`src/rtl/pearson_correlation_accumulator_macros.svh`:
```
// Assertion macros for the correlation accumulator back end.
`ifndef PEARSON_CORRELATION_ACCUMULATOR_MACROS_SVH
`define PEARSON_CORRELATION_ACCUMULATOR_MACROS_SVH

// Same-cycle implication, sampled on clk, off while arst_n is low.
`define PCA_ASSERT_IMPL(lbl, ante, cons, msg) \
	lbl: assert property (@(posedge clk) disable iff (!arst_n) (ante) |-> (cons)) \
		else $error(msg);

// Next-cycle implication, sampled on clk, off while arst_n is low.
`define PCA_ASSERT_NEXT(lbl, ante, cons, msg) \
	lbl: assert property (@(posedge clk) disable iff (!arst_n) (ante) |=> (cons)) \
		else $error(msg);

`endif

```
`src/rtl/pca_pkg.sv`:
```
// Shared types and constants of the correlation accumulator.
`default_nettype none
package pca_pkg;

	// Largest correlation magnitude in Q1.15.
	localparam logic [14:0] Q_MAX = 15'd32767;
	// Fraction scale applied to the squared numerator: 2^32 = (2 * 32768)^2.
	localparam int FRAC_SHIFT = 32;

	// Serial multiplier operations of the back end, in issue order.
	typedef enum logic [3:0] {
		OP_NAA = 4'd0,
		OP_SA2 = 4'd1,
		OP_NBB = 4'd2,
		OP_SB2 = 4'd3,
		OP_NAB = 4'd4,
		OP_SAB = 4'd5,
		OP_VV  = 4'd6,
		OP_CC  = 4'd7,
		OP_FIT = 4'd8
	} op_t;

	typedef enum logic [5:0] {
		S_IDLE = 6'b000001,
		S_LOAD = 6'b000010,
		S_MUL  = 6'b000100,
		S_CALC = 6'b001000,
		S_SRCH = 6'b010000,
		S_DONE = 6'b100000
	} state_t;

endpackage
`default_nettype wire

```
`src/rtl/pca_channels.sv`:
```
// Handshake channel interfaces: rating pairs in, correlation results out.
`default_nettype none
interface pca_in_if;
	logic       valid;
	logic       ready;
	logic [7:0] rating_a;
	logic [7:0] rating_b;
	logic       last;

	modport source (output valid, output rating_a, output rating_b, output last, input ready);
	modport sink (input valid, input rating_a, input rating_b, input last, output ready);
endinterface

interface pca_out_if;
	logic               valid;
	logic               ready;
	logic signed [15:0] correlation;
	logic               zero_spread;

	modport source (output valid, output correlation, output zero_spread, input ready);
	modport sink (input valid, input correlation, input zero_spread, output ready);
endinterface
`default_nettype wire

```
`src/rtl/pearson_correlation_accumulator.sv`:
```
// Pearson correlation accumulator: streams rating pairs, returns one coefficient per vector.
//
// Channels: samples (rating_a, rating_b, last) in, results (correlation, zero_spread) out,
// both valid/ready; a transaction completes on a clock edge with valid and ready high.
// The front end takes one pair per cycle while the queue has room and keeps exact sums of a, b, a*a, b*b, a*b and
// the pair count (pairs beyond MAX_LENGTH are dropped). A pair with last set closes the
// vector: its sums go into a two-entry queue and the accumulators clear.
// The back end works one vector at a time on a single shift-add multiplier that takes
// one multiplier bit per cycle over max(PW, 32) bits, PW = count bits + square-sum bits
// (38 at the defaults). Eight products form the spreads, then a 15-step binary search
// on the Q1.15 magnitude needs one product per step, each step with its pass through
// the search state. When the spread is zero, the result follows the first six products
// and no search is run.
// Result: correlation in Q1.15, rounded to nearest, within +/-32767; zero_spread flags a
// zero denominator and forces 0.
// When results stalls, one result waits in the output register, one more in the back end
// and two vectors in the queue; the front end then holds ready low.
// Reset (arst_n low) clears the sums, queue, sequencer and output valid.
`default_nettype none
module pearson_correlation_accumulator import pca_pkg::*; #(
	parameter int MAX_LENGTH  = 1024,
	parameter int RATING_BITS = 8
) (
	input  wire logic clk,
	input  wire logic arst_n,
	pca_in_if.sink    samples,
	pca_out_if.source results
);

	localparam int CNT_W  = $clog2(MAX_LENGTH + 1);
	localparam int RB_EFF = (RATING_BITS < 8) ? RATING_BITS : 8;
	localparam int SUM_W  = RB_EFF + CNT_W;
	localparam int SQ_W   = 2 * RB_EFF + CNT_W;
	localparam int SNAP_W = CNT_W + 2 * SUM_W + 3 * SQ_W;

	logic              f_valid, f_ready, b_valid, b_ready;
	logic [SNAP_W-1:0] f_snap, b_snap;

	pca_front #(
		.MAX_LENGTH  (MAX_LENGTH),
		.RATING_BITS (RATING_BITS)
	) u_front (
		.clk        (clk),
		.arst_n     (arst_n),
		.samples    (samples),
		.snap_valid (f_valid),
		.snap_ready (f_ready),
		.snap       (f_snap)
	);

	pca_fifo #(
		.WIDTH (SNAP_W)
	) u_fifo (
		.clk        (clk),
		.arst_n     (arst_n),
		.push_valid (f_valid),
		.push_ready (f_ready),
		.push_data  (f_snap),
		.pop_valid  (b_valid),
		.pop_ready  (b_ready),
		.pop_data   (b_snap)
	);

	pca_back #(
		.MAX_LENGTH  (MAX_LENGTH),
		.RATING_BITS (RATING_BITS)
	) u_back (
		.clk        (clk),
		.arst_n     (arst_n),
		.snap_valid (b_valid),
		.snap_ready (b_ready),
		.snap       (b_snap),
		.results    (results)
	);

endmodule
`default_nettype wire

```
`src/rtl/pca_front.sv`:
```
// Front end: accepts rating pairs and keeps the running sums and count.
`default_nettype none
module pca_front import pca_pkg::*; #(
	parameter int MAX_LENGTH  = 1024,
	parameter int RATING_BITS = 8,
	localparam int CNT_W  = $clog2(MAX_LENGTH + 1),
	localparam int RB_EFF = (RATING_BITS < 8) ? RATING_BITS : 8,
	localparam int SUM_W  = RB_EFF + CNT_W,
	localparam int SQ_W   = 2 * RB_EFF + CNT_W,
	localparam int SNAP_W = CNT_W + 2 * SUM_W + 3 * SQ_W
) (
	input  wire logic              clk,
	input  wire logic              arst_n,
	pca_in_if.sink                 samples,
	output logic                   snap_valid,
	input  wire logic              snap_ready,
	output logic [SNAP_W-1:0]      snap
);

	logic [CNT_W-1:0]  cnt_q, cnt_nx;
	logic [SUM_W-1:0]  sa_q, sb_q, sa_nx, sb_nx;
	logic [SQ_W-1:0]   saa_q, sbb_q, sab_q, saa_nx, sbb_nx, sab_nx;
	logic [RB_EFF-1:0] a, b;
	logic              room, take;

	assign a    = samples.rating_a[RB_EFF-1:0];
	assign b    = samples.rating_b[RB_EFF-1:0];
	assign room = cnt_q < CNT_W'(MAX_LENGTH);
	assign take = samples.valid & samples.ready;

	// Only a last pair needs queue space, but holding all pairs keeps ready simple.
	assign samples.ready = snap_ready;

	always_comb begin
		cnt_nx = cnt_q;
		sa_nx  = sa_q;
		sb_nx  = sb_q;
		saa_nx = saa_q;
		sbb_nx = sbb_q;
		sab_nx = sab_q;
		if (room) begin
			cnt_nx = cnt_q + CNT_W'(1);
			sa_nx  = sa_q + SUM_W'(a);
			sb_nx  = sb_q + SUM_W'(b);
			saa_nx = saa_q + SQ_W'(a) * SQ_W'(a);
			sbb_nx = sbb_q + SQ_W'(b) * SQ_W'(b);
			sab_nx = sab_q + SQ_W'(a) * SQ_W'(b);
		end
	end

	assign snap_valid = take & samples.last;
	assign snap       = {cnt_nx, sa_nx, sb_nx, saa_nx, sbb_nx, sab_nx};

	always_ff @(posedge clk or negedge arst_n) begin
		if (!arst_n) begin
			cnt_q <= '0;
			sa_q  <= '0;
			sb_q  <= '0;
			saa_q <= '0;
			sbb_q <= '0;
			sab_q <= '0;
		end else if (take) begin
			if (samples.last) begin
				cnt_q <= '0;
				sa_q  <= '0;
				sb_q  <= '0;
				saa_q <= '0;
				sbb_q <= '0;
				sab_q <= '0;
			end else begin
				cnt_q <= cnt_nx;
				sa_q  <= sa_nx;
				sb_q  <= sb_nx;
				saa_q <= saa_nx;
				sbb_q <= sbb_nx;
				sab_q <= sab_nx;
			end
		end
	end

endmodule
`default_nettype wire

```
`src/rtl/pca_fifo.sv`:
```
// Two-entry queue carrying finished sums from front end to back end.
`default_nettype none
module pca_fifo #(
	parameter int WIDTH = 8
) (
	input  wire logic             clk,
	input  wire logic             arst_n,
	input  wire logic             push_valid,
	output logic                  push_ready,
	input  wire logic [WIDTH-1:0] push_data,
	output logic                  pop_valid,
	input  wire logic             pop_ready,
	output logic [WIDTH-1:0]      pop_data
);

	logic [WIDTH-1:0] mem_q [2];
	logic             wr_q, rd_q;
	logic [1:0]       cnt_q;
	logic             push, pop;

	assign push_ready = cnt_q != 2'd2;
	assign pop_valid  = cnt_q != 2'd0;
	assign pop_data   = mem_q[rd_q];
	assign push       = push_valid & push_ready;
	assign pop        = pop_valid & pop_ready;

	always_ff @(posedge clk) begin
		if (push) begin
			mem_q[wr_q] <= push_data;
		end
	end

	always_ff @(posedge clk or negedge arst_n) begin
		if (!arst_n) begin
			wr_q  <= 1'b0;
			rd_q  <= 1'b0;
			cnt_q <= 2'd0;
		end else begin
			if (push) wr_q <= ~wr_q;
			if (pop)  rd_q <= ~rd_q;
			unique case ({push, pop})
				2'b10:   cnt_q <= cnt_q + 2'd1;
				2'b01:   cnt_q <= cnt_q - 2'd1;
				default: cnt_q <= cnt_q;
			endcase
		end
	end

endmodule
`default_nettype wire

```
`src/rtl/pca_back.sv`:
```
// Back end: serial shift-add multiplier, spread terms and binary search of the quotient.
`default_nettype none
module pca_back import pca_pkg::*; #(
	parameter int MAX_LENGTH  = 1024,
	parameter int RATING_BITS = 8,
	localparam int CNT_W  = $clog2(MAX_LENGTH + 1),
	localparam int RB_EFF = (RATING_BITS < 8) ? RATING_BITS : 8,
	localparam int SUM_W  = RB_EFF + CNT_W,
	localparam int SQ_W   = 2 * RB_EFF + CNT_W,
	localparam int SNAP_W = CNT_W + 2 * SUM_W + 3 * SQ_W
) (
	input  wire logic              clk,
	input  wire logic              arst_n,
	input  wire logic              snap_valid,
	output logic                   snap_ready,
	input  wire logic [SNAP_W-1:0] snap,
	pca_out_if.source              results
);

	`include "pearson_correlation_accumulator_macros.svh"

	localparam int PW    = CNT_W + SQ_W;
	localparam int BIG_W = 2 * PW + FRAC_SHIFT;
	localparam int MB_W  = (PW > 32) ? PW : 32;
	localparam int BC_W  = $clog2(MB_W);

	state_t state_q;
	op_t    op_q;

	logic [CNT_W-1:0] n_q;
	logic [SUM_W-1:0] sa_q, sb_q;
	logic [SQ_W-1:0]  saa_q, sbb_q, sab_q;

	logic [PW-1:0]    naa_q, sa2_q, nbb_q, sb2_q, nab_q, sab2_q;
	logic [PW-1:0]    va_q, vb_q, cm_q, va, vb, cm;
	logic             neg_q, neg;
	logic [2*PW-1:0]  d_q;
	logic [BIG_W-1:0] r_q;

	logic [BIG_W-1:0] a_sh_q, acc_q, acc_nx, a_op;
	logic [MB_W-1:0]  b_sh_q, b_op;
	logic [BC_W-1:0]  bit_cnt_q;
	logic             last_bit;

	logic [14:0] lo_q, hi_q, mid_q, mid;
	logic [15:0] mid_sum, odd;
	logic [31:0] odd_sq;

	logic signed [15:0] res_corr_q, corr_q;
	logic               res_zs_q, zs_q, out_valid_q, out_free;

	assign snap_ready = state_q == S_IDLE;
	assign out_free   = !out_valid_q || results.ready;

	assign results.valid       = out_valid_q;
	assign results.correlation = corr_q;
	assign results.zero_spread = zs_q;

	// Probe point for the search: odd = 2*mid - 1, tested as odd^2 * D <= C^2 * 2^32.
	assign mid_sum = {1'b0, lo_q} + {1'b0, hi_q} + 16'd1;
	assign mid     = mid_sum[15:1];
	assign odd     = {mid, 1'b0} - 16'd1;
	assign odd_sq  = odd * odd;

	always_comb begin
		a_op = '0;
		b_op = '0;
		unique case (op_q)
			OP_NAA: begin a_op = BIG_W'(saa_q); b_op = MB_W'(n_q);  end
			OP_SA2: begin a_op = BIG_W'(sa_q);  b_op = MB_W'(sa_q); end
			OP_NBB: begin a_op = BIG_W'(sbb_q); b_op = MB_W'(n_q);  end
			OP_SB2: begin a_op = BIG_W'(sb_q);  b_op = MB_W'(sb_q); end
			OP_NAB: begin a_op = BIG_W'(sab_q); b_op = MB_W'(n_q);  end
			OP_SAB: begin a_op = BIG_W'(sa_q);  b_op = MB_W'(sb_q); end
			OP_VV:  begin a_op = BIG_W'(va_q);  b_op = MB_W'(vb_q); end
			OP_CC:  begin a_op = BIG_W'(cm_q);  b_op = MB_W'(cm_q); end
			OP_FIT: begin a_op = BIG_W'(d_q);   b_op = MB_W'(odd_sq); end
			default: begin a_op = '0; b_op = '0; end
		endcase
	end

	assign acc_nx   = acc_q + (b_sh_q[0] ? a_sh_q : '0);
	assign last_bit = bit_cnt_q == BC_W'(MB_W - 1);

	assign va  = (naa_q > sa2_q) ? naa_q - sa2_q : '0;
	assign vb  = (nbb_q > sb2_q) ? nbb_q - sb2_q : '0;
	assign neg = nab_q < sab2_q;
	assign cm  = neg ? sab2_q - nab_q : nab_q - sab2_q;

	always_ff @(posedge clk) begin
		if (state_q == S_IDLE && snap_valid) begin
			{n_q, sa_q, sb_q, saa_q, sbb_q, sab_q} <= snap;
		end
		if (state_q == S_LOAD) begin
			a_sh_q <= a_op;
			b_sh_q <= b_op;
			acc_q  <= '0;
			mid_q  <= mid;
		end
		if (state_q == S_MUL) begin
			a_sh_q <= a_sh_q << 1;
			b_sh_q <= b_sh_q >> 1;
			acc_q  <= acc_nx;
			if (last_bit) begin
				unique case (op_q)
					OP_NAA:  naa_q  <= acc_nx[PW-1:0];
					OP_SA2:  sa2_q  <= acc_nx[PW-1:0];
					OP_NBB:  nbb_q  <= acc_nx[PW-1:0];
					OP_SB2:  sb2_q  <= acc_nx[PW-1:0];
					OP_NAB:  nab_q  <= acc_nx[PW-1:0];
					OP_SAB:  sab2_q <= acc_nx[PW-1:0];
					OP_VV:   d_q    <= acc_nx[2*PW-1:0];
					OP_CC:   r_q    <= acc_nx << FRAC_SHIFT;
					default: r_q    <= r_q;
				endcase
			end
		end
		if (state_q == S_CALC) begin
			va_q  <= va;
			vb_q  <= vb;
			cm_q  <= cm;
			neg_q <= neg;
		end
	end

	always_ff @(posedge clk or negedge arst_n) begin
		if (!arst_n) begin
			state_q     <= S_IDLE;
			op_q        <= OP_NAA;
			bit_cnt_q   <= '0;
			lo_q        <= '0;
			hi_q        <= Q_MAX;
			res_corr_q  <= '0;
			res_zs_q    <= 1'b0;
			corr_q      <= '0;
			zs_q        <= 1'b0;
			out_valid_q <= 1'b0;
		end else begin
			if (results.ready) out_valid_q <= 1'b0;
			unique case (state_q)
				S_IDLE: begin
					if (snap_valid) begin
						op_q    <= OP_NAA;
						state_q <= S_LOAD;
					end
				end
				S_LOAD: begin
					bit_cnt_q <= '0;
					state_q   <= S_MUL;
				end
				S_MUL: begin
					bit_cnt_q <= bit_cnt_q + BC_W'(1);
					if (last_bit) begin
						bit_cnt_q <= '0;
						unique case (op_q)
							OP_NAA: begin op_q <= OP_SA2; state_q <= S_LOAD; end
							OP_SA2: begin op_q <= OP_NBB; state_q <= S_LOAD; end
							OP_NBB: begin op_q <= OP_SB2; state_q <= S_LOAD; end
							OP_SB2: begin op_q <= OP_NAB; state_q <= S_LOAD; end
							OP_NAB: begin op_q <= OP_SAB; state_q <= S_LOAD; end
							OP_SAB: state_q <= S_CALC;
							OP_VV:  begin op_q <= OP_CC; state_q <= S_LOAD; end
							OP_CC: begin
								lo_q    <= '0;
								hi_q    <= Q_MAX;
								op_q    <= OP_FIT;
								state_q <= S_SRCH;
							end
							OP_FIT: begin
								if (acc_nx <= r_q) lo_q <= mid_q;
								else               hi_q <= mid_q - 15'd1;
								state_q <= S_SRCH;
							end
							default: state_q <= S_IDLE;
						endcase
					end
				end
				S_CALC: begin
					if (va == '0 || vb == '0) begin
						res_corr_q <= '0;
						res_zs_q   <= 1'b1;
						state_q    <= S_DONE;
					end else begin
						op_q    <= OP_VV;
						state_q <= S_LOAD;
					end
				end
				S_SRCH: begin
					if (lo_q < hi_q) begin
						state_q <= S_LOAD;
					end else begin
						res_corr_q <= neg_q ? -$signed({1'b0, lo_q}) : $signed({1'b0, lo_q});
						res_zs_q   <= 1'b0;
						state_q    <= S_DONE;
					end
				end
				S_DONE: begin
					if (out_free) begin
						corr_q      <= res_corr_q;
						zs_q        <= res_zs_q;
						out_valid_q <= 1'b1;
						state_q     <= S_IDLE;
					end
				end
				default: state_q <= S_IDLE;
			endcase
		end
	end

	`PCA_ASSERT_IMPL(a_search_order, state_q == S_SRCH, lo_q <= hi_q, "search bounds crossed")
	`PCA_ASSERT_IMPL(a_zero_flag, results.valid && results.zero_spread, results.correlation == 16'sd0, "zero_spread with nonzero correlation")
	`PCA_ASSERT_IMPL(a_no_min, results.valid, results.correlation != 16'sh8000, "correlation out of saturated range")
	`PCA_ASSERT_NEXT(a_done_out, state_q == S_DONE && !out_valid_q, results.valid, "finished result not presented")

endmodule
`default_nettype wire

```
`src/flat_wrapper.sv`:
```
// flat-port wrapper written by rule: the top's interface ports become plain ports
module pearson_correlation_accumulator_flat import pca_pkg::*;
#(
	parameter int MAX_LENGTH  = 1024,
	parameter int RATING_BITS = 8
)
  (clk, arst_n, samples_valid, samples_rating_a, samples_rating_b, samples_last, samples_ready, results_valid, results_correlation, results_zero_spread, results_ready);
  pca_in_if samples_i ();
  pca_out_if results_i ();
  input  wire logic clk;
  input  wire logic arst_n;
  input wire logic [$bits(samples_i.valid)-1:0] samples_valid;
  input wire logic [$bits(samples_i.rating_a)-1:0] samples_rating_a;
  input wire logic [$bits(samples_i.rating_b)-1:0] samples_rating_b;
  input wire logic [$bits(samples_i.last)-1:0] samples_last;
  output wire logic [$bits(samples_i.ready)-1:0] samples_ready;
  output wire logic [$bits(results_i.valid)-1:0] results_valid;
  output wire logic [$bits(results_i.correlation)-1:0] results_correlation;
  output wire logic [$bits(results_i.zero_spread)-1:0] results_zero_spread;
  input wire logic [$bits(results_i.ready)-1:0] results_ready;
  assign samples_i.valid = samples_valid;
  assign samples_i.rating_a = samples_rating_a;
  assign samples_i.rating_b = samples_rating_b;
  assign samples_i.last = samples_last;
  assign samples_ready = samples_i.ready;
  assign results_valid = results_i.valid;
  assign results_correlation = results_i.correlation;
  assign results_zero_spread = results_i.zero_spread;
  assign results_i.ready = results_ready;
  pearson_correlation_accumulator #(.MAX_LENGTH(MAX_LENGTH), .RATING_BITS(RATING_BITS)) u_core (.clk(clk), .arst_n(arst_n), .samples(samples_i), .results(results_i));
endmodule
```
`config.mk`:
```
export PLATFORM = sky130hd
export DESIGN_NAME = pearson_correlation_accumulator_flat
export DESIGN_NICKNAME = d
export VERILOG_FILES = /design/src/rtl/pca_pkg.sv /design/src/rtl/pca_channels.sv /design/src/rtl/pearson_correlation_accumulator.sv /design/src/rtl/pca_front.sv /design/src/rtl/pca_fifo.sv /design/src/rtl/pca_back.sv /design/src/flat_wrapper.sv
export VERILOG_INCLUDE_DIRS = /design/src /design/src/rtl
export SDC_FILE = /design/constraint.sdc
export NUM_CORES = 2
export LEC_CHECK = 0
export BUFFER_PORTS_ARGS = -buffer_cell sky130_fd_sc_hd__buf_4
export CAP_MARGIN = 15
export CELL_PAD_IN_SITES_DETAIL_PLACEMENT = 1
export CELL_PAD_IN_SITES_GLOBAL_PLACEMENT = 2
export CORE_ASPECT_RATIO = 0.5
export CORE_MARGIN = 4
export CORE_UTILIZATION = 46
export CTS_BUF_LIST = sky130_fd_sc_hd__clkbuf_2 sky130_fd_sc_hd__clkbuf_4 sky130_fd_sc_hd__clkbuf_8
export DETAILED_ROUTE_END_ITERATION = 7
export PLACE_DENSITY_LB_ADDON = 0.15
export SYNTH_ARGS = -nofsm -noshare
export SYNTH_HDL_FRONTEND = slang
export SYNTH_HIERARCHICAL = 1
export SYNTH_SLANG_ARGS = --single-unit
export TNS_END_PERCENT = 30
```
`constraint.sdc`:
```
create_clock -name clk -period 12 [get_ports clk]
set_input_delay 0 -clock clk [delete_from_list [all_inputs] [get_ports clk]]
set_output_delay 0 -clock clk [all_outputs]
set_load 0.02 [all_outputs]
```
; After elaboration in Yosys (flattened, before gate mapping)
; Memories as Yosys holds them, arrays and structs flattened. A register that Yosys moved wholly into a read port is not among the register bits.
; Index checks and enable logic that the tools add are counted.
[totals]
regBits = 979
latch_bits = 0
mem_bits_rw = 260
romBits = 0
in_bits = 21
out_inout_bits = 19
wordCells = 187
n_memories = 1
[op_classes]
n_addsub = 19
n_mul = 4
div = 0
magnitude_cmp = 6
eq_ne = 27
shifts = 0
mux = 55
bitwise_logic = 6
reduce_logical = 32
[mem_list]
columns = name, depth, width, rd, rd_clocked_by_memory_dff, write_ports, line
row1 = u_core.u_fifo.mem_q, 2, 130, 1, 1, 1, pca_fifo.sv:16  ; logic [WIDTH-1:0] mem_q [2];
[op_table]
columns = op, n
row1 = 76-bit case mux with 8 select lines, 1
row2 = 108-bit two-way mux, 5
row3 = 38-bit case mux with 6 select lines, 1
row4 = 27-bit two-way mux, 6
row5 = 38-bit subtractor, 4
row6 = 38-bit two-way mux, 3
row7 = 108-bit adder, 1
row8 = 108-bit <= comparator, 1
row9 = 27-bit by 16-bit adder with 27-bit output, 3
row10 = 38-bit > comparator, 2
row11 = 38-bit zero test, 2
row12 = 19-bit two-way mux, 4
row13 = 37-bit two-way mux, 2
row14 = 15-bit case mux with 2 select lines, 2
row15 = 8-bit by 8-bit multiplier with 16-bit output, 3
row16 = 16-bit two-way mux, 3
row17 = 19-bit by 8-bit adder with 19-bit output, 2
row18 = 38-bit < comparator, 1
row19 = 6-bit two-way mux, 6
row20 = 6-bit case mux with 6 select lines, 1
row21 = 16-bit by 16-bit multiplier with 32-bit output, 1
row22 = 16-bit case mux with 2 select lines, 1
row23 = 15-bit two-way mux, 2
row24 = 3-bit AND reduction, 10
row25 = 49 further kinds, 82

; Longest topological paths before layout
[logic_depth]
depth_word = 7
ltp_mapped = 40
depth_no_buf = 39

; Modules after synthesis
; The synthesis kept the hierarchy.
[by_module_without_submodules]
columns = module, n_inst, cells_per_inst, area_per_inst_um2, seq_area_each_um2
row1 = pca_back, 1, 5702, 61695.4, 28872.7
row2 = pca_front, 1, 1799, 15324.7, 3253.1
row3 = pca_fifo, 1, 422, 9949.5, 7907.6

; Least setup slack after synthesis
; Ideal clock, no wire load.
[synth_path]
kind = register to register
start = register u_core.u_back.hi_q[2]
end = register u_core.u_back.b_sh_q[28] (data pin)
setup_ps = 270
arrival_ps = 9269
required_ps = 11730
path_slack_ps = 2461
stages_incl_launch_ff = 34
path_buffers = 0
period_less_slack_ps = 9539
path_cell_list = dfstp_2 inv_1 ha_1 o311ai_1 a2111o_1 o311ai_1 nor4_1 nand3_1 nor4_1 xor2_1 clkinv_1 nor2_1 fa_1 inv_1 fa_1 inv_1 fa_1 fa_1 fa_1 inv_1 fa_1 inv_1 ha_1 a21o_1 a21o_1 a21o_1 a21oi_1 o21bai_1 a41o_1 a21o_1 a21oi_1 o21ai_0 a2111oi_0 o21ai_0
[synth_between]
elab_chain_cells = 7
[synth_rtl]
columns = item, line
row1 = "start, declared", pca_back.sv:45  ; logic [14:0] lo_q, hi_q, mid_q, mid;
row2 = "start signal, assigned", pca_back.sv:171  ; else hi_q <= mid_q - 15'd1;
row3 = 15-bit by 15-bit adder with 16-bit output, pca_back.sv:60  ; assign mid_sum = {1'b0, lo_q} + {1'b0, hi_q} + 16'd1;
row4 = 16-bit by 1-bit adder with 16-bit output, pca_back.sv:60
row5 = via u_core.u_back.mid_sum[5], pca_back.sv:46  ; logic [15:0] mid_sum, odd;
row6 = 16-bit by 1-bit subtractor with 16-bit output, pca_back.sv:62  ; assign odd = {mid, 1'b0} - 16'd1;
row7 = 16-bit by 16-bit multiplier with 32-bit output, pca_back.sv:63  ; assign odd_sq = odd * odd;
row8 = 38-bit case mux with 6 select lines, pca_back.sv:68  ; unique case (op_q)
row9 = 37-bit two-way mux, pca_back.sv:94  ; if (state_q == S_LOAD) begin
row10 = 37-bit two-way mux, pca_back.sv:100  ; if (state_q == S_MUL) begin
row11 = "end signal, assigned", pca_back.sv:96  ; b_sh_q <= b_op;
row12 = "end signal, assigned", pca_back.sv:102  ; b_sh_q <= b_sh_q >> 1;
row13 = "end, declared", pca_back.sv:41  ; logic [MB_W-1:0] b_sh_q, b_op;
; The timed path passes the listed nets, and every way through them passes these cells. The select of a mux whose other input is x is not followed.
; A chain may end at the register's enable or synchronous reset.

; Worst setup path in the final report
; Ends and elaborated chain as after synthesis.

==> metrics.md <==
| Metric | Value |
|---|---|
| Routed Antenna Nets | `0` |
| Gpl congestion | `0.887` |
| # setup viols final | `0` |
| FF+latch count, synth | `1369` |
| Worst reg2reg path depth | `36` |
| Failing checks | `design-rule violations` |
| Final hold violations | `0` |
| Pre-CTS setup slack | `1.30 ns` |
| Clock buffer depth | `4` |
| DIE AREA | `197000 µm²` |
| Share of cells above drive strength 1 | `9.46%` |
| Setup tns final | `0 ns` |
| Count leader, synth | `edfxtp_1` |
| RSZ-0062 raised after global routing | `false` |
| Synth area leader | `edfxtp_1` |
| Starting Density | `46.5%` |
| Synth area leaders | `edfxtp_1 40%, ha_1 8.7%, fa_1 6.8%` |
| PortBufs | `39` |
| Fin crit share | `89.8%` |
| PwrDens | `211 nW/µm²` |
| Crit path from | `u_core/u_back/hi_q[2]` |
| Crit start category | `flop` |
| Worst reg2reg path endpoint | `u_core/u_back/b_sh_q[28]` |
| Crit-path max FO | `13` |
| Post-Syn Nets | `8844` |
| Residual DRC | `6` |
| Outcome | `complete, but fails checks` |
| Die Wd | `623 µm` |
| CTS Hold Buffers Added | `21` |
| DRT Pass-1 Iters | `8` |
| Clk_skew | `0.102 ns` |
| Post-Syn Instances | `7923` |
| CP endpoint kind | `flop` |
| Number of fill cells | `20200` |
| First-pass GRT wire length | `415000 µm` |
| Min-Delay Path Class | `in -> reg` |
| CP top delay family | `adder cells` |
| Syn Area/Cell | `11.0 µm²` |
| Via density | `5.89` |
| Largest net degree at the start of global routing | `87` |
| Grt total ovfl | `0` |
| CTS Root Cell | `clkbuf_8` |
| Post-synth top cells | `1152 x edfxtp_1, 859 x inv_1, 604 x ha_1, 559 x nand2_1, 408 x nor2_1` |
| Row cnt | `112` |
| EDFF count, synth | `1152` |
| Final setup margin | `1.22 ns` |
| Crit-path max cell delay | `0.83 ns` |
| CTS resizes | `0` |
| Crit Path Class | `reg -> reg` |
| Post-synth top area share | `39.8%` |
| Min Tclk post-route | `10.78 ns` |
| Drt total wl | `275000 µm` |
| WP depth | `36` |
| CP required | `12.59 ns` |
| Synth cell types | `115` |
| Via count | `62700` |
| Crit-path slowest cell | `o311ai_1` |
| TritonCTS Sinks | `1369` |
| Routed len/inst | `25.8 µm` |
| Measured slew at the worst slew-check pin | `1.17 ns` |
| GRT Total Usage | `27.7%` |
| CTS buffer count | `213` |
| Initial antenna violation count | `9` |
| CP Buf/Inv Count | `7` |
| Clk_lat worst skew | `0.95 ns` |
| Fin Hold WS | `0.134 ns` |
| CP arrival | `11.37 ns` |
| Post-CTS Setup Bufs | `0` |
| Worst-path clk slew | `0.07 ns` |
| Yosys warns | `6` |
| Crit path capture | `u_core/u_back/b_sh_q[28]` |
| Synth Flop Type | `edfxtp_1` |
| Slew Viols, Final | `0` |
| Ports | `40` |
| Slew HR | `21.9%` |
| F_max | `0.0928 GHz` |
| CP dominant cell by count | `inv_1` |
| Vias in the first global route | `64600` |
| Maximum capacitance violations | `0` |
| IR drop worst, VDD | `0.000163 V` |
| Core Box Area | `187000 µm²` |
| Crit Reg-Reg Startpoint | `u_core/u_back/hi_q[2]` |
| Die Span Y | `315 µm` |
| CTS tree | `yes` |
| Area grow syn2layout | `8.77%` |
| R2r setup slk | `1.22 ns` |
| H-tree Lvls | `4` |
| Leak | `0.0393 µW` |
| Dpl hpwl | `200000 µm` |
| Post-synth ARST share | `15.7%` |
| Total Nets Final | `8896` |
| DRT iter0 DRCs | `5944` |
| Register area share after synthesis | `46.0%` |
| Synth Cell Area | `87000 µm²` |
flip-flops by register name (all words and copies together) (netlist names), 27 cells and up:
signal	count
u_core/u_front/sab_q	27
u_core/u_back/sbb_q	27
u_core/u_fifo/mem_q	260
u_core/u_back/vb_q	38
u_core/u_back/va_q	38
u_core/u_back/a_sh_q	108
u_core/u_back/d_q	76
u_core/u_front/sbb_q	27
u_core/u_back/nab_q	38
u_core/u_back/r_q	76
u_core/u_back/sab_q	27
u_core/u_back/saa_q	27
u_core/u_back/cm_q	38
u_core/u_back/sb2_q	38
u_core/u_back/acc_q	108
u_core/u_front/saa_q	27
u_core/u_back/sab2_q	38
u_core/u_back/naa_q	38
u_core/u_back/b_sh_q	38
u_core/u_back/sa2_q	38
u_core/u_back/nbb_q	38
area by class of cell:
| class | count | area (µm²) | area share, % |
|---|---|---|---|
| Inverter | 867 | 3270 | 3.45 |
| Timing Repair Buffer | 166 | 1340 | 1.42 |
| Tap cell | 2508 | 3140 | 3.32 |
| Clock inverter | 87 | 653 | 0.690 |
| Antenna cell | 7 | 17.5 | 0.0185 |
| Multi-Input combinational cell | 5358 | 42500 | 44.9 |
| Clock buffer | 292 | 3640 | 3.84 |
| Sequential cell | 1369 | 40000 | 42.3 |
layer usage:
layer / routed length [µm] / global-route usage, %
met2: 120000 / 42.7
met4: 8520 / 8.13
met1: 129000 / 40.8
met5: 0 / 0
met3: 16900 / 3.79
cells by family after synthesis:
family	count (synthesis)	share of synthesized area [%]
XOR/XNOR	395	4.00
adder cells (fa/ha/maj)	900	15.5
AO/OA/AOI/OAI	1832	14.3
flip-flops	1369	46.0
buffers and inverters	1196	5.29
multiplexers	249	3.50
AND/OR/NAND/NOR	1982	11.4
worst min-delay path by stage:
stage                                    from                     endpoint  depth (start not counted)
final                     samples_rating_a[7]       u_core/u_front/sa_q[7]                          5
after global routing      samples_rating_a[7]       u_core/u_front/sa_q[7]                          5
after CTS                 samples_rating_a[3]  u_core/u_fifo/mem_q[1][104]                          5
after detailed placement               arst_n     u_core/u_back/state_q[2]                          1
after global placement                 arst_n     u_core/u_back/state_q[4]                          1
after floorplan                        arst_n   u_core/u_back/bit_cnt_q[0]                          0
per-stage QoR:
stage,instance area (µm²),utilization [%],std cells,total power [µW]
global placement,90000,48.1,10200,15600
global route,94600,50.5,10600,21100
finish,94600,50.5,10700,19900
CTS,94600,50.5,10600,20000
detailed placement,90000,48.1,10200,15800
floorplan,87000,-,7923,12500
where the power goes:
part	switching, µW	total [µW]	internal [µW]
Clock	1990	4160	2170
Sequential	541	7410	6860
Combinational	5650	8350	2700
Total	8180	19900	11700
worst reg2reg max path: cells and delay by family, from the launching register on:
kind,cells,cell delay (ns)
AOI/OAI and AO/OA,14,3.63
xor gates and xnor gates,2,0.37
adders and majority gates,8,3.65
buffers and inverters,7,0.65
DFF,1,0.53
and+or+nand+nor,5,1.69
placed cells by master (no fill, tap or decap), types with 31 or more instances in the layout:
master / Yosys / final
fa_1: 296 / 296
o211ai_1: 46 / 46
mux2i_1: 77 / 77
nor2_1: 408 / 402
a22o_1: 118 / 118
ha_1: 604 / 604
o21bai_1: 71 / 70
buf_4: 1 / 143
nand2_1: 559 / 558
edfxtp_1: 1152 / 1152
o31ai_1: 38 / 37
clkbuf_8: 0 / 231
inv_1: 859 / 858
clkinv_1: 7 / 47
xnor2_1: 231 / 231
o21ai_0: 398 / 397
nor4_1: 38 / 38
o21a_1: 47 / 47
a21oi_1: 407 / 404
nand2b_1: 61 / 61
a31oi_1: 58 / 58
and2_1: 339 / 335
nor2b_1: 61 / 61
a21o_1: 252 / 252
mux2_2: 82 / 82
a222oi_1: 61 / 61
dfrtp_1: 199 / 197
mux2_4: 90 / 90
xor2_1: 163 / 163
nor3_1: 97 / 90
and3_1: 57 / 56
or3_1: 36 / 36
clkbuf_4: 0 / 61
nand4_1: 108 / 108
nand3_1: 114 / 114
a22oi_1: 31 / 31
Power figures use the tool's default switching activity.
